File: src/sv/crr_pkg.sv
// Shared constants and control types for the cell-range reference converter.
package crr_pkg;

  // Character width of the stream
  localparam int CH_W = 16;

  // Characters that steer the conversion
  localparam logic [CH_W-1:0] CH_DOLLAR = 16'h0024;
  localparam logic [CH_W-1:0] CH_DOT    = 16'h002E;
  localparam logic [CH_W-1:0] CH_COLON  = 16'h003A;
  localparam logic [CH_W-1:0] CH_SPACE  = 16'h0020;
  localparam logic [CH_W-1:0] CH_APOS   = 16'h0027;
  localparam logic [CH_W-1:0] CH_BANG   = 16'h0021;
  localparam logic [CH_W-1:0] CH_SEMI   = 16'h003B;
  localparam logic [CH_W-1:0] CH_NONE   = 16'h0000;

  // Commands from the sequencer to the datapath
  typedef struct packed {
    logic take;       // input item accepted this cycle
    logic rd_en;      // read one segment entry
    logic load_char;  // load the read entry into the output register
    logic load_tail;  // load the separator or end marker
    logic last;       // loaded result is the last one of the item
  } crr_cmd_t;

  // Status from the datapath to the sequencer
  typedef struct packed {
    logic tail;      // item ends with a separator or a bare end marker
    logic no_chars;  // item emits no stored characters
  } crr_stat_t;

endpackage

File: src/sv/crr_in_if.sv
// Input channel: one reference character per item.
interface crr_in_if;
  logic        valid;
  logic        ready;
  logic [15:0] ch;
  logic        final_char;

  modport source (output valid, output ch, output final_char, input ready);
  modport sink (input valid, input ch, input final_char, output ready);
endinterface

File: src/sv/crr_out_if.sv
// Output channel: one converted character or end marker per item.
interface crr_out_if;
  logic        valid;
  logic        ready;
  logic [15:0] out_ch;
  logic        has_char;
  logic        run_end;
  logic        expr_end;
  logic        overflowed;

  modport source (output valid, output out_ch, output has_char, output run_end,
                  output expr_end, output overflowed, input ready);
  modport sink (input valid, input out_ch, input has_char, input run_end,
                input expr_end, input overflowed, output ready);
endinterface

File: src/sv/crr_datapath.sv
// Datapath: scan rules, segment memory, per-item plan and output register.
module crr_datapath #(
  parameter int SEGMENT_DEPTH = 32
) (
  input  logic                                  clk,
  input  logic                                  rst,
  input  logic [crr_pkg::CH_W-1:0]              ch,
  input  logic                                  final_char,
  input  crr_pkg::crr_cmd_t                     cmd,
  input  logic [$clog2(SEGMENT_DEPTH)-1:0]      rd_addr,
  output crr_pkg::crr_stat_t                    stat,
  output logic [$clog2(SEGMENT_DEPTH+1)-1:0]    plan_len,
  output logic [crr_pkg::CH_W-1:0]              out_ch,
  output logic                                  has_char,
  output logic                                  run_end,
  output logic                                  expr_end,
  output logic                                  overflowed
);
  import crr_pkg::*;

  localparam int IDX_W = $clog2(SEGMENT_DEPTH);
  localparam int LEN_W = $clog2(SEGMENT_DEPTH + 1);
  localparam logic [LEN_W-1:0] DEPTH = LEN_W'(SEGMENT_DEPTH);

  typedef enum logic [2:0] {
    M_START  = 3'd0,
    M_QUOTED = 3'd1,
    M_QSEEN  = 3'd2,
    M_COLON  = 3'd3,
    M_DHELD  = 3'd4
  } mode_t;

  // Segment memory
  logic [CH_W-1:0] mem [SEGMENT_DEPTH];
  logic [CH_W-1:0] rd_data;

  // Scan state
  logic [LEN_W-1:0] len;
  mode_t            mode;
  logic             range_seen;
  logic             first_pending;
  logic             drop;

  // Plan of the item in flight
  logic [CH_W-1:0]  plan_tail_ch;
  logic             plan_sep;
  logic             plan_tail;
  logic             plan_fin;
  logic             plan_drop;

  // Decode results
  mode_t            mode_next;
  logic [LEN_W-1:0] len1;
  logic [LEN_W-1:0] len_next;
  logic [LEN_W-1:0] emit_n;
  logic             range_next;
  logic             drop_next;
  logic             run_start;
  logic             q_push;
  logic             push_dollar;
  logic             sc_push;
  logic             sep;
  logic             clear;
  logic             full;
  logic             wr_en;
  logic [CH_W-1:0]  wr_data;
  logic [CH_W-1:0]  sep_ch;

  // Decode one character against the scan state
  always_comb begin
    mode_next   = mode;
    range_next  = range_seen;
    run_start   = 1'b0;
    q_push      = 1'b0;
    push_dollar = 1'b0;
    sc_push     = 1'b0;
    sep         = 1'b0;
    clear       = 1'b0;
    sep_ch      = CH_NONE;

    if (first_pending) begin
      mode_next = M_START;
      run_start = (ch != CH_DOLLAR);
    end else begin
      case (mode)
        M_QUOTED: begin
          q_push    = 1'b1;
          mode_next = (ch == CH_APOS) ? M_QSEEN : M_QUOTED;
        end
        M_QSEEN: begin
          if (ch == CH_APOS) begin
            mode_next = M_QUOTED;
          end else begin
            run_start = 1'b1;
          end
        end
        M_COLON: begin
          if (ch == CH_DOLLAR && !final_char) begin
            mode_next = M_DHELD;
          end else begin
            run_start = 1'b1;
          end
        end
        M_DHELD: begin
          push_dollar = (ch == CH_DOT);
          run_start   = 1'b1;
        end
        default: begin
          run_start = 1'b1;
        end
      endcase
    end

    // Push from quotes or the held dollar comes first
    full = (len >= DEPTH);
    len1 = ((q_push || push_dollar) && !full) ? len + LEN_W'(1) : len;

    // Rules of start mode
    if (run_start) begin
      mode_next = M_START;
      case (ch)
        CH_APOS: begin
          sc_push   = 1'b1;
          mode_next = M_QUOTED;
        end
        CH_DOT: begin
          sep    = (len1 != '0) && !range_seen;
          sep_ch = CH_BANG;
          clear  = 1'b1;
        end
        CH_COLON: begin
          range_next = 1'b1;
          sep        = 1'b1;
          sep_ch     = CH_COLON;
          mode_next  = M_COLON;
        end
        CH_SPACE: begin
          sep    = 1'b1;
          sep_ch = CH_SEMI;
        end
        default: begin
          sc_push = 1'b1;
        end
      endcase
    end

    wr_en     = (q_push || push_dollar || sc_push) && !full;
    wr_data   = push_dollar ? CH_DOLLAR : ch;
    drop_next = drop || ((q_push || push_dollar || sc_push) && full);

    if (sep || clear) begin
      len_next = '0;
    end else if (sc_push && !full) begin
      len_next = len1 + LEN_W'(1);
    end else begin
      len_next = len1;
    end

    if (sep) begin
      emit_n = len1;
    end else if (final_char) begin
      emit_n = len_next;
    end else begin
      emit_n = '0;
    end
  end

  // Advance scan state on each accepted item, drop it all at expression end
  always_ff @(posedge clk) begin
    if (rst) begin
      len           <= '0;
      mode          <= M_START;
      range_seen    <= 1'b0;
      first_pending <= 1'b1;
      drop          <= 1'b0;
    end else if (cmd.take) begin
      if (final_char) begin
        len           <= '0;
        mode          <= M_START;
        range_seen    <= 1'b0;
        first_pending <= 1'b1;
        drop          <= 1'b0;
      end else begin
        len           <= len_next;
        mode          <= mode_next;
        range_seen    <= range_next;
        first_pending <= 1'b0;
        drop          <= drop_next;
      end
    end
  end

  // Hold the plan of the accepted item
  always_ff @(posedge clk) begin
    if (cmd.take) begin
      plan_len     <= emit_n;
      plan_sep     <= sep;
      plan_tail_ch <= sep ? sep_ch : CH_NONE;
      plan_tail    <= sep || (final_char && emit_n == '0);
      plan_fin     <= final_char;
      plan_drop    <= drop_next;
    end
  end

  // Segment memory: one write, one registered read
  always_ff @(posedge clk) begin
    if (cmd.take && wr_en) begin
      mem[len[IDX_W-1:0]] <= wr_data;
    end
    if (cmd.rd_en) begin
      rd_data <= mem[rd_addr];
    end
  end

  // Output payload register
  always_ff @(posedge clk) begin
    if (cmd.load_char) begin
      out_ch     <= rd_data;
      has_char   <= 1'b1;
      run_end    <= cmd.last;
      expr_end   <= cmd.last && plan_fin;
      overflowed <= plan_drop;
    end else if (cmd.load_tail) begin
      out_ch     <= plan_tail_ch;
      has_char   <= plan_sep;
      run_end    <= cmd.last;
      expr_end   <= cmd.last && plan_fin;
      overflowed <= plan_drop;
    end
  end

  assign stat.tail     = plan_tail;
  assign stat.no_chars = (plan_len == '0);

`ifndef SYNTHESIS
  // Segment count never passes the memory depth
  a_len_bound: assert property (@(posedge clk) disable iff (rst)
    len <= DEPTH)
    else $error("segment count beyond depth");

  // A fresh expression starts with empty segment and cleared flags
  a_fresh_expr: assert property (@(posedge clk) disable iff (rst)
    first_pending |-> (len == '0 && !range_seen && !drop))
    else $error("expression state not cleared");
`endif

endmodule

File: src/sv/crr_ctrl.sv
// Sequencer: takes items, steps through segment reads and loads results.
module crr_ctrl #(
  parameter int SEGMENT_DEPTH = 32
) (
  input  logic                                  clk,
  input  logic                                  rst,
  input  logic                                  in_valid,
  output logic                                  in_ready,
  output logic                                  out_valid,
  input  logic                                  out_ready,
  input  crr_pkg::crr_stat_t                    stat,
  input  logic [$clog2(SEGMENT_DEPTH+1)-1:0]    plan_len,
  output crr_pkg::crr_cmd_t                     cmd,
  output logic [$clog2(SEGMENT_DEPTH)-1:0]      rd_addr
);
  import crr_pkg::*;

  localparam int IDX_W = $clog2(SEGMENT_DEPTH);
  localparam int LEN_W = $clog2(SEGMENT_DEPTH + 1);

  typedef enum logic [2:0] {
    S_IDLE,
    S_PLAN,
    S_READ,
    S_LOAD,
    S_TAIL
  } state_t;

  state_t           state;
  logic [IDX_W-1:0] idx;
  logic             out_free;
  logic             idx_last;

  assign out_free = !out_valid || out_ready;
  assign idx_last = (LEN_W'(idx) + LEN_W'(1) == plan_len);
  assign in_ready = (state == S_IDLE);
  assign rd_addr  = idx;

  // Commands for the current state
  always_comb begin
    cmd           = '0;
    cmd.take      = (state == S_IDLE) && in_valid;
    cmd.rd_en     = (state == S_READ);
    cmd.load_char = (state == S_LOAD) && out_free;
    cmd.load_tail = (state == S_TAIL) && out_free;
    cmd.last      = (state == S_TAIL) || (idx_last && !stat.tail);
  end

  // State, read index and output valid
  always_ff @(posedge clk) begin
    if (rst) begin
      state     <= S_IDLE;
      idx       <= '0;
      out_valid <= 1'b0;
    end else begin
      if (cmd.load_char || cmd.load_tail) begin
        out_valid <= 1'b1;
      end else if (out_ready) begin
        out_valid <= 1'b0;
      end

      unique case (state)
        S_IDLE: begin
          if (in_valid) begin
            state <= S_PLAN;
          end
        end
        S_PLAN: begin
          idx <= '0;
          if (!stat.no_chars) begin
            state <= S_READ;
          end else if (stat.tail) begin
            state <= S_TAIL;
          end else begin
            state <= S_IDLE;
          end
        end
        S_READ: begin
          state <= S_LOAD;
        end
        S_LOAD: begin
          if (out_free) begin
            if (idx_last) begin
              state <= stat.tail ? S_TAIL : S_IDLE;
            end else begin
              idx   <= idx + IDX_W'(1);
              state <= S_READ;
            end
          end
        end
        S_TAIL: begin
          if (out_free) begin
            state <= S_IDLE;
          end
        end
        default: begin
          state <= S_IDLE;
        end
      endcase
    end
  end

`ifndef SYNTHESIS
  // A result is loaded only into a free output register
  a_load_free: assert property (@(posedge clk) disable iff (rst)
    (cmd.load_char || cmd.load_tail) |-> out_free)
    else $error("output register overwritten");

  // Reads stay inside the planned segment
  a_idx_bound: assert property (@(posedge clk) disable iff (rst)
    (state == S_LOAD || state == S_READ) |-> (LEN_W'(idx) < plan_len))
    else $error("read beyond planned segment");

  // An accepted item blocks the input for the next cycle
  a_take_block: assert property (@(posedge clk) disable iff (rst)
    cmd.take |=> !in_ready)
    else $error("input taken twice in a row");
`endif

endmodule

File: src/sv/cell_range_reference_import.sv
// Top level of the cell-range reference converter.
//
// Usage: the chars channel carries one 16-bit character per item, with
// final_char set on the last character of an expression. The result channel
// carries the converted reference, one character per item; run_end marks the
// last result caused by an input item, expr_end the last of the expression.
// An expression whose last step emits nothing yields one bare end marker
// (has_char low). overflowed reports characters dropped past the segment
// buffer of SEGMENT_DEPTH entries.
// Sequence: an input item is taken in the idle state and planned in the plan
// state; each stored character then passes a memory read step and an output
// load step, and a separator or end marker takes one more load step. An item
// that emits nothing returns from the plan state to idle. The read and load
// steps of the sequencer do not overlap, and the block takes no new input
// item until every result of the last one is loaded.
// Reset: clears scan state, segment count and output valid; the segment
// memory is not cleared. When the receiver stalls, the sequencer holds the
// pending read and the input stays blocked until all results are loaded.
module cell_range_reference_import #(
  parameter int SEGMENT_DEPTH = 32
) (
  input logic       clk,
  input logic       rst,
  crr_in_if.sink    chars,
  crr_out_if.source result
);
  import crr_pkg::*;

  localparam int IDX_W = $clog2(SEGMENT_DEPTH);
  localparam int LEN_W = $clog2(SEGMENT_DEPTH + 1);

  crr_cmd_t         cmd;
  crr_stat_t        stat;
  logic [LEN_W-1:0] plan_len;
  logic [IDX_W-1:0] rd_addr;

  // Sequencer
  crr_ctrl #(
    .SEGMENT_DEPTH(SEGMENT_DEPTH)
  ) u_ctrl (
    .clk       (clk),
    .rst       (rst),
    .in_valid  (chars.valid),
    .in_ready  (chars.ready),
    .out_valid (result.valid),
    .out_ready (result.ready),
    .stat      (stat),
    .plan_len  (plan_len),
    .cmd       (cmd),
    .rd_addr   (rd_addr)
  );

  // Datapath
  crr_datapath #(
    .SEGMENT_DEPTH(SEGMENT_DEPTH)
  ) u_datapath (
    .clk        (clk),
    .rst        (rst),
    .ch         (chars.ch),
    .final_char (chars.final_char),
    .cmd        (cmd),
    .rd_addr    (rd_addr),
    .stat       (stat),
    .plan_len   (plan_len),
    .out_ch     (result.out_ch),
    .has_char   (result.has_char),
    .run_end    (result.run_end),
    .expr_end   (result.expr_end),
    .overflowed (result.overflowed)
  );

endmodule

File: src/flat_wrapper.sv
// flat-port wrapper written by rule: the top's interface ports become plain ports
module cell_range_reference_import_flat import crr_pkg::*;
#(
  parameter int SEGMENT_DEPTH = 32
)
  (clk, rst, chars_valid, chars_ch, chars_final_char, chars_ready, result_valid, result_out_ch, result_has_char, result_run_end, result_expr_end, result_overflowed, result_ready);
  crr_in_if chars_i ();
  crr_out_if result_i ();
  input logic clk;
  input logic rst;
  input wire logic [$bits(chars_i.valid)-1:0] chars_valid;
  input wire logic [$bits(chars_i.ch)-1:0] chars_ch;
  input wire logic [$bits(chars_i.final_char)-1:0] chars_final_char;
  output wire logic [$bits(chars_i.ready)-1:0] chars_ready;
  output wire logic [$bits(result_i.valid)-1:0] result_valid;
  output wire logic [$bits(result_i.out_ch)-1:0] result_out_ch;
  output wire logic [$bits(result_i.has_char)-1:0] result_has_char;
  output wire logic [$bits(result_i.run_end)-1:0] result_run_end;
  output wire logic [$bits(result_i.expr_end)-1:0] result_expr_end;
  output wire logic [$bits(result_i.overflowed)-1:0] result_overflowed;
  input wire logic [$bits(result_i.ready)-1:0] result_ready;
  assign chars_i.valid = chars_valid;
  assign chars_i.ch = chars_ch;
  assign chars_i.final_char = chars_final_char;
  assign chars_ready = chars_i.ready;
  assign result_valid = result_i.valid;
  assign result_out_ch = result_i.out_ch;
  assign result_has_char = result_i.has_char;
  assign result_run_end = result_i.run_end;
  assign result_expr_end = result_i.expr_end;
  assign result_overflowed = result_i.overflowed;
  assign result_i.ready = result_ready;
  cell_range_reference_import #(.SEGMENT_DEPTH(SEGMENT_DEPTH)) u_core (.clk(clk), .rst(rst), .chars(chars_i), .result(result_i));
endmodule
File: config.mk
export PLATFORM = sky130hd
export DESIGN_NAME = cell_range_reference_import_flat
export DESIGN_NICKNAME = d
export VERILOG_FILES = /design/src/sv/crr_pkg.sv /design/src/sv/crr_in_if.sv /design/src/sv/crr_out_if.sv /design/src/sv/crr_datapath.sv /design/src/sv/crr_ctrl.sv /design/src/sv/cell_range_reference_import.sv /design/src/flat_wrapper.sv
export SDC_FILE = /design/constraint.sdc
export NUM_CORES = 1
export LEC_CHECK = 0
export ABC_AREA = 1
export BUFFER_PORTS_ARGS = -buffer_cell sky130_fd_sc_hd__buf_4
export CAP_MARGIN = 5
export CORE_MARGIN = 2
export CORE_UTILIZATION = 40
export CTS_CLUSTER_SIZE = 28
export DETAILED_ROUTE_END_ITERATION = 10
export PLACE_DENSITY = 0.58
export SLEW_MARGIN = 20
export SYNTH_ARGS = -nofsm -noshare
export SYNTH_HDL_FRONTEND = slang
export SYNTH_HIERARCHICAL = 1
export SYNTH_SLANG_ARGS = --single-unit
File: constraint.sdc
create_clock -name clk -period 3.68 [get_ports clk]
set_clock_uncertainty 0.15 [all_clocks]
set_input_delay 0.184 -clock clk [delete_from_list [all_inputs] [get_ports clk]]
set_output_delay 0.184 -clock clk [all_outputs]
set_load 0.01 [all_outputs]
==> key figures <==
Outcome
  – Outcome: finished clean

Timing
  – Final period utilization: 0.835
  – Worst slew margin: 0.293
  – Fmax: 325 MHz
  – RSZ-0062 raised after global routing: no
  – Minimum clock period: 3.07 ns
  – Slew @ Worst Pin: 1.06 ns
  – Pins over their slew limit: 0
  – Final Setup Violations: 0
  – Final hold violations: 0
  – Sum Neg Setup Slack: 0 ns
  – Worst Setup Slack, final: 0.606 ns

Flow run
  – Max-Cap Viols: 0

Global routing
  – Vias in the first global route: 15.0k
  – First-pass GRT wire length: 94.4 mm
  – Largest net degree at the start of global routing: 80
  – Total Routing Usage GR: 0.209
  – GRT overflow: 0
  – Initial antenna violation count: 4

Critical path
  – RR Endpoint: u_core/u_datapath/rd_data[9]$_DFFE_PP_
  – FF-to-FF path depth: 8
  – RR Startpoint: u_core/u_ctrl/rd_addr[1]$_SDFFE_PP0P_
  – R2R setup slack: 0.67 ns
  – Slowest cell on crit path: dlygate4sd3_1
  – Required time of the critical path: 4.02 ns
  – CP arrival: 3.42 ns
  – Crit-path leading delay family: simple AND/OR/NAND/NOR gates
  – Crit start category: primary input
  – Critical-path cell list: dlygate4sd3_1 -> buf_4 -> nor2_1 -> nand2_1 -> nor2_4 -> nand3_4 -> nand2_4 -> nand2_4 -> xor2_2 -> inv_1 -> ha_1 -> xnor3_1 -> nand2_1 -> nand2_1 -> nand2_1 -> nand3_1 -> nor2_1 -> nand3_1 -> nand2_1
  – CP bufs+invs: 3
  – Kind of critical path: primary input to flip-flop
  – Crit-path max cell delay: 0.54 ns
  – Worst path most repeated cell: nand2_1
  – Crit end category: flip-flop
  – Crit-path max FO: 6

CTS
  – Clk buf depth: 3
  – Clock root buffer master: clkbuf_16
  – Total CTS buffers: 59
  – Clk slew on worst S/H paths: 0.06 ns
  – CTS tree: built
  – CTS sink cnt: 582
  – Latest clock arrival within the worst-skew pair: 0.62 ns
  – H-tree depth: 2

Synth
  – Ys Warns: 6
  – Seq/Total Area, Yosys: 0.729
  – Cell Area, Synth: 0.0237 mm²
  – Post-Syn Instances: 1889
  – Mean Syn Cell Area: 12.5 µm²
  – Flops & latches, synth: 582
  – Top cells by area, synth: edfxtp_1 (71%), o21ai_0 (6.0%), nor2_1 (5.8%), o221ai_1 (3.6%), nand2_1 (2.1%)
  – Cell taking the most area after synthesis: edfxtp_1
  – Yosys top cell area share: 0.711
  – Count of different cell masters after synthesis: 45
  – Mapped Nets: 1917

Hold path
  – Hold WC Path Type: primary input to flip-flop
  – Worst hold path stage count: 2
  – Worst Min Path Start: chars_ch[10]
  – Worst hold path endpoint: u_core/u_datapath/mem[24][10]$_DFFE_PP_

Placement
  – Pre-CTS WS: 0.598 ns
  – GPL Wtd Cong: 0.896
  – Buffers on Ports: 42
  – Final HPWL DP: 39.6 mm

Detailed routing
  – DR WL/cell: 22.9 µm
  – DRT antenna net count: 0
  – Total Wirelength: 63.7 mm
  – Iter 0 DRT Violations: 1835
  – Drt pass-1 iters: 5
  – Vias: 15.7k
  – # DRC: 0
  – Vias per Instance: 5.62

Die
  – Die Wd: 247 µm
  – Die Span Y: 247 µm
  – Total die area: 0.0611 mm²
  – Core Box Area: 0.0588 mm²
  – Initial core utilization: 0.402
  – Top-Level Pins: 43
  – FP Rows: 89

Cells and area
  – Layout cells sized above 1: 0.137
  – Synth-to-layout area growth: 15.5%
  – Number of diodes: 0
  – Fin nets: 1995

Pwr
  – LEAKAGE: 9.23 nW
  – P per Cell Area: 505 mW/mm²
  – VDD IR-drop max: 480 µV
  – Tot Pwr: 13.8 mW
[registers in the layout, summed over array words and instances, names as in the netlist, 3 cells and up]
register	cells
u_core/u_datapath/mem	512
u_core/u_datapath/rd_data	16
u_core/u_datapath/len	6
u_core/u_datapath/plan_len	6
u_core/u_ctrl/state	3
u_core/u_ctrl/rd_addr	5
u_core/u_datapath/out_ch	16
u_core/u_datapath/plan_tail_ch	3
u_core/u_datapath/mode	3
[what timing repair did]
| action | in CTS | in global routing |
|---|---|---|
| hold endpoints to repair | 173 | 0 |
| resized for setup | 0 | 0 |
| hold buffers | 17 | 0 |
| setup buffers | 0 | 0 |
[stage by stage]
step                 util  instance area [µm²]  cells  hold WS [ns]
global route        0.465                27300   2786        0.0263
floorplan               -                23700   1889         0.133
detailed placement  0.430                25300   2662         0.307
CTS                 0.465                27300   2786       0.00272
finish              0.465                27300   2786        0.0173
global placement    0.430                25300   2662         0.314
[final cells by class]
type,count,area [µm²]
Multi-Input combinational cell,1095,5630
Clock buffer,71,1560
Clock inverter,36,319
Tap cell,773,967
Fill cell,5267,31500
Inverter,80,307
Timing Repair Buffer,149,1290
Sequential cell,582,17300
[power breakdown]
part           total, mW  internal (mW)  leakage, nW  switching [mW]
sequential          7.36           7.33         5.24          0.0307
combinational      0.611          0.163         3.07           0.448
clock               5.83           3.36        0.918            2.47
[worst max-delay path by stage]
| stage | startpoint | endpoint | depth (start not counted) |
|---|---|---|---|
| floorplan | u_core/u_ctrl/state[2]$_SDFFE_PP0P_ | u_core/u_datapath/mem[0][0]$_DFFE_PP_ | 7 |
| global placement | chars_ch[11] | u_core/u_datapath/plan_tail$_DFFE_PP_ | 18 |
| detailed placement | chars_ch[11] | u_core/u_datapath/plan_tail$_DFFE_PP_ | 18 |
| CTS | chars_ch[11] | u_core/u_datapath/plan_tail$_DFFE_PP_ | 19 |
| global route | chars_ch[11] | u_core/u_datapath/plan_tail$_DFFE_PP_ | 19 |
| finish | chars_ch[11] | u_core/u_datapath/plan_tail$_DFFE_PP_ | 19 |
[cell usage after synthesis (all sizes together)]
cell type / n
o21bai: 1
nor4: 2
nand4: 9
o22ai: 32
nand3: 71
or4: 1
edfxtp: 560
inv: 79
nand2: 145
a32oi: 12
nor3b: 1
dfxtp: 22
o21a: 1
a211oi: 1
xor2: 3
nand3b: 2
ha: 7
buf: 18
clkbuf: 114
o221ai: 96
clkinv: 1
a21oi: 22
o31ai: 1
o21ai: 290
a21boi: 1
xnor3: 1
a31oi: 17
nor2: 369
nor3: 10
[cell usage in the layout, fill, tap and decap left out, types with 10 or more instances in the layout]
cell type	instances
o21ai_0	285
clkinv_2	16
nand3_1	65
buf_12	10
a31oi_1	17
a21oi_1	21
nor2_1	351
edfxtp_1	560
a32oi_1	12
buf_4	122
nor2_2	15
clkinv_1	10
o221ai_1	96
o22ai_1	32
clkbuf_16	61
dlygate4sd3_1	17
clkbuf_1	10
nand2_1	134
dfxtp_1	19
inv_1	70
[routing by layer]
layer,GRT usage,up-vias,wire length [µm]
li1,-,7120,-
met1,0.297,7721,27400
met2,0.326,661,29400
met3,0.0267,148,4420
met4,0.0849,0,2550
met5,0,-,0
[kinds of logic (layout without fill, tap and decap cells)]
logic type,Yosys count,after routing,share of synthesized area
and+or+nand+nor,610,610,0.109
adders and majority gates,7,7,0.00370
AOI/OAI and AO/OA,474,474,0.121
buffers and inverters,212,336,0.0346
DFF,582,582,0.729
xor gates and xnor gates,4,4,0.00238
(Power assumes the default switching activity.)
